==> src/sv/life_grid_generation_engine_assert.svh <==
// Assertion macros shared by the life grid generation engine RTL.
// Depends on nothing; included by the modules that carry assertions.
`ifndef LIFE_GRID_GENERATION_ENGINE_ASSERT_SVH
`define LIFE_GRID_GENERATION_ENGINE_ASSERT_SVH

// Same-cycle implication, disabled while reset is asserted.
`define LGGE_ASSERT_IMPLY(label, clk, rst_n, ante, cons, msg) \
	label: assert property (@(posedge clk) disable iff (!rst_n) (ante) |-> (cons)) \
		else $error(msg);

// Next-cycle implication, disabled while reset is asserted.
`define LGGE_ASSERT_NEXT(label, clk, rst_n, ante, cons, msg) \
	label: assert property (@(posedge clk) disable iff (!rst_n) (ante) |=> (cons)) \
		else $error(msg);

`endif

==> src/sv/lgge_ram.sv <==
// Generic single-port-write, single-port-read RAM with a registered read.
// Depends on nothing; instanced by life_grid_generation_engine.
module lgge_ram #(
	parameter int WIDTH = 64,
	parameter int DEPTH = 64,
	localparam int AW = (DEPTH > 1) ? $clog2(DEPTH) : 1
) (
	input  logic             clk,
	input  logic             wr_en,
	input  logic [AW-1:0]    wr_addr,
	input  logic [WIDTH-1:0] wr_data,
	input  logic             rd_en,
	input  logic [AW-1:0]    rd_addr,
	output logic [WIDTH-1:0] rd_data
);

	logic [WIDTH-1:0] mem [DEPTH];

	// Write port and registered read port.
	always_ff @(posedge clk) begin
		if (wr_en) begin
			mem[wr_addr] <= wr_data;
		end
		if (rd_en) begin
			rd_data <= mem[rd_addr];
		end
	end

endmodule
==> config.mk <==
export PLATFORM = sky130hd
export DESIGN_NAME = lgge_ram
export DESIGN_NICKNAME = d
export VERILOG_FILES = /design/src/sv/life_grid_generation_engine_assert.svh /design/src/sv/lgge_ram.sv
export SDC_FILE = /design/constraint.sdc
export NUM_CORES = 2
export LEC_CHECK = 0
export BUFFER_PORTS_ARGS = -buffer_cell sky130_fd_sc_hd__buf_2
export CORE_MARGIN = 8
export CORE_UTILIZATION = 53
export DETAILED_ROUTE_END_ITERATION = 7
export GPL_TIMING_DRIVEN = 0
export PLACE_DENSITY = 0.69
export SETUP_SLACK_MARGIN = 0.1
export SYNTH_ARGS = -nofsm -noshare
export SYNTH_HDL_FRONTEND = slang
export SYNTH_SLANG_ARGS = --single-unit
==> constraint.sdc <==
create_clock -name clk -period 6.6 [get_ports clk]
set_input_delay 0.33 -clock clk [delete_from_list [all_inputs] [get_ports clk]]
set_output_delay 0.33 -clock clk [all_outputs]
set_load 0.02 [all_outputs]
==> flow_metrics.env <==
export IMPL_outcome="finished, final reports clean"
export IMPL_rsz0062_at_grt="no"
export IMPL_finalHoldViolations=0
export IMPL_drive_gt1_frac=0.288
export IMPL_final_setup_viol_count=0
export IMPL_slew_violations=0
export IMPL_route_met2_wl_um=199000
export IMPL_yosys_register_bits=4160
export IMPL_cp_required_ns=7.14
export IMPL_relSlewSlack=0.0112
export IMPL_grt_antenna_before_repair=38
export IMPL_htreeDepth=5
export IMPL_final_cell_mix="edfxtp_1, mux4_2, clkbuf_16"
export IMPL_yosys_warnings=0
export IMPL_clkSinkCount=4160
export IMPL_cp_start_kind="input port"
export IMPL_vias=77016
export IMPL_worst_hold_path_type="input port to flop"
export IMPL_mappedNetlistArea_mm2=0.157
export IMPL_swShare=0.214
export IMPL_clkTransAtPathRegs_ns=0.06
export IMPL_synthesis_instances=6598
export IMPL_finalClockSkew_ns=0.0419
export IMPL_grt_pass1_vias=77098
export IMPL_power_frac_seq=0.540
export IMPL_hold_slack_ns=0.00587
export IMPL_vias_per_cell=6.63
export IMPL_cap_violations=0
export IMPL_first_pass_iters=8
export IMPL_routed_top_layer="met5"
export IMPL_total_power_uw=54400
export IMPL_ir_drop_v=0.000312
export IMPL_post_cts_buffers=0
export IMPL_remaining_drc_errors=0
export IMPL_crit_path_start="rd_addr[2]"
export IMPL_leakagePower_uw=0.0560
export IMPL_cp_arrival_ns=4.55
export IMPL_worst_pin_slew_ns=1.48
export IMPL_crit_end="rd_data[1]"
export IMPL_crit_slowest_cell="a211oi_1"
export IMPL_area_growth_pct=14.4
export IMPL_wl_um=421000
export IMPL_nets=7418
export IMPL_row_count=200
export IMPL_p_int_uw=42700
export IMPL_cpPeakStageDelay_ns=1.02
export IMPL_post_cts_resized=0
export IMPL_fillers=19864
export IMPL_die_area_mm2=0.314
export IMPL_die_x_um=560
export IMPL_synth_yosys_seq_area_share=0.796
export IMPL_start_util=0.531
export IMPL_p_switching_uw=11600
export IMPL_crit_path_frequent_cell="buf_2"
export IMPL_reg2reg_to="rd_data[14]"
export IMPL_cts_made_buffers=401
export IMPL_crit_chain="buf_2 -> buf_4 -> buf_2 -> buf_2 -> buf_4 -> mux2i_1 -> o22ai_1 -> a31oi_1 -> a211oi_1"
export IMPL_die_y_um=560
export IMPL_placed_cell_area_mm2=0.167
export IMPL_fin_crit_ns=4.01
export IMPL_synth_fp_nets=6677
export IMPL_crit_type="input port to flop"
export IMPL_power_share_clock=0.407
export IMPL_drt_met1_wl_um=154000
export IMPL_reg2reg_depth=5
export IMPL_stdcell_area_mm2=0.180
export IMPL_power_density_mw_per_mm2=303
export IMPL_crit_path_end_kind="flop"
export IMPL_crit_path_max_fanout=10
export IMPL_drt_iter0_drc=11882
export IMPL_portBuffers=134
export IMPL_r2r_start="mem[8][14]"
export IMPL_regToRegSetupSlack_ns=3.54
export IMPL_fin_crit_sh=0.607
export IMPL_root_buffer="clkbuf_16"
export IMPL_clk_path_buf_depth=4
export IMPL_cts_tree="yes"
export IMPL_grt_pass1_wl_um=587000
export IMPL_combinationalPowerShare=0.053
export IMPL_io_pins=143
export IMPL_fmax_mhz=250
export IMPL_avgSynthCellArea_um2=23.8
export IMPL_final_common_cell="edfxtp_1"
export IMPL_grt_util_all_layers=0.264
export IMPL_worstSkewPairLatency_ns=0.94
export IMPL_routed_wl_met3_um=49500
export IMPL_core_mm2=0.296
export IMPL_ant_nets=0
export IMPL_synth_distinct_cells=32
export IMPL_grt_max_degree=65
export IMPL_avgRoutedWirePerCell_um=36.2
export IMPL_gr_total_overflow=0
export IMPL_finalWeightedCongestion=0.850
export IMPL_dp_final_hpwl_um=277000
==> logic make-up after synthesis <==
kind of cell,after synthesis,share of synthesized area
mux,1159,0.156
simple gates,386,0.0123
flops,4160,0.796
compound gates,504,0.0247
buf+inv,389,0.0118
==> synth_stat cells <==
cell / count / share of area
clkbuf_1: 140 / 0.0033
and2_1: 3 / 0.00012
nand4_1: 2 / 0.000080
a211oi_1: 63 / 0.0030
nand2b_1: 11 / 0.00044
o221ai_1: 38 / 0.0021
nor2b_1: 28 / 0.0011
nor2_1: 112 / 0.0027
and3_1: 64 / 0.0026
edfxtp_1: 4160 / 0.80
inv_1: 19 / 0.00045
or3_1: 29 / 0.0012
buf_6: 6 / 0.00043
buf_2: 170 / 0.0054
a22o_1: 88 / 0.0049
mux2i_1: 135 / 0.0086
mux4_2: 1024 / 0.15
a22oi_1: 168 / 0.0080
nand2_1: 58 / 0.0014
a41oi_1: 26 / 0.0015
a31o_1: 1 / 0.000056
or2_2: 28 / 0.0011
nand3_1: 45 / 0.0014
nor3_1: 2 / 0.000064
or3b_2: 1 / 0.000056
a2bb2oi_1: 19 / 0.0011
o22ai_1: 83 / 0.0033
buf_4: 34 / 0.0016
nand4b_1: 1 / 0.000056
a31oi_1: 18 / 0.00072
buf_1: 20 / 0.00048
nand3b_1: 2 / 0.000096
==> power by group through the flow <==
| stage | sequential, µW | clock [µW] | combinational, µW |
|---|---|---|---|
| CTS | 29400 | 22300 | 2840 |
| global route | 29400 | 23300 | 2970 |
| finish | 29400 | 22200 | 2860 |
| floorplan | 30000 | 0 | 1360 |
| detailed placement | 29900 | 0 | 2830 |
| global placement | 29900 | 0 | 2700 |
==> area by class of cell <==
class	instances	area, µm²	area share
clock buffers	504	10500	0.0586
clock inverters	218	1920	0.0107
plain buffers	370	1780	0.00993
flip-flops and latches	4160	125000	0.695
well taps	3939	4930	0.0274
repair buffers	338	4730	0.0263
inverters	19	71.3	0.000397
diodes	17	42.5	0.000237
multi-input cells	2049	30700	0.171
==> repair_timing <==
item / 4_1_cts / 5_1_grt
hold buffers: 2 / 1
hold endpoints to repair: 36 / 16
setup endpoints to repair: 0 / 0
==> state kept, by name, summed over array words and instances (netlist names) <==
| name | cells |
|---|---|
| mem | 4096 |
| rd_data | 64 |
==> through the flow <==
step                      setup TNS, ns  instances  utilization  worst slack (ns)
after CTS                             0      11594        0.607              2.75
final                                 0      11614        0.607              2.59
after floorplan                       0       6598            -             0.834
after detailed placement              0      10870        0.565              1.78
after global routing                  0      11603        0.607              2.71
after global placement         -5457.84      10671        0.550             -5.15
==> critical path, delay by kind of cell <==
| family | cells | cell delay [ns] |
|---|---|---|
| AO/OA/AOI/OAI | 3 | 1.81 |
| buffers and inverters | 5 | 2.22 |
| multiplexers | 1 | 0.13 |
==> worst min path at each step <==
stage                 from     endpoint  cells after the start
2_1_floorplan   wr_data[0]    mem[0][0]                      0
3_3_place_gp   rd_data[14]  rd_data[14]                      1
3_5_place_dp   rd_data[22]  rd_data[22]                      1
4_1_cts        wr_data[61]  mem[20][61]                      1
5_1_grt        wr_data[22]  mem[14][22]                      1
6_report       wr_data[22]  mem[12][22]                      1
==> per-layer routing <==
metal | track usage | vias up
li1 | - | 30074
met1 | 0.361 | 40991
met2 | 0.416 | 5082
met3 | 0.0648 | 857
met4 | 0.103 | 12
met5 | 0 | -
No activity file was read; power rests on OpenSTA's default activity.
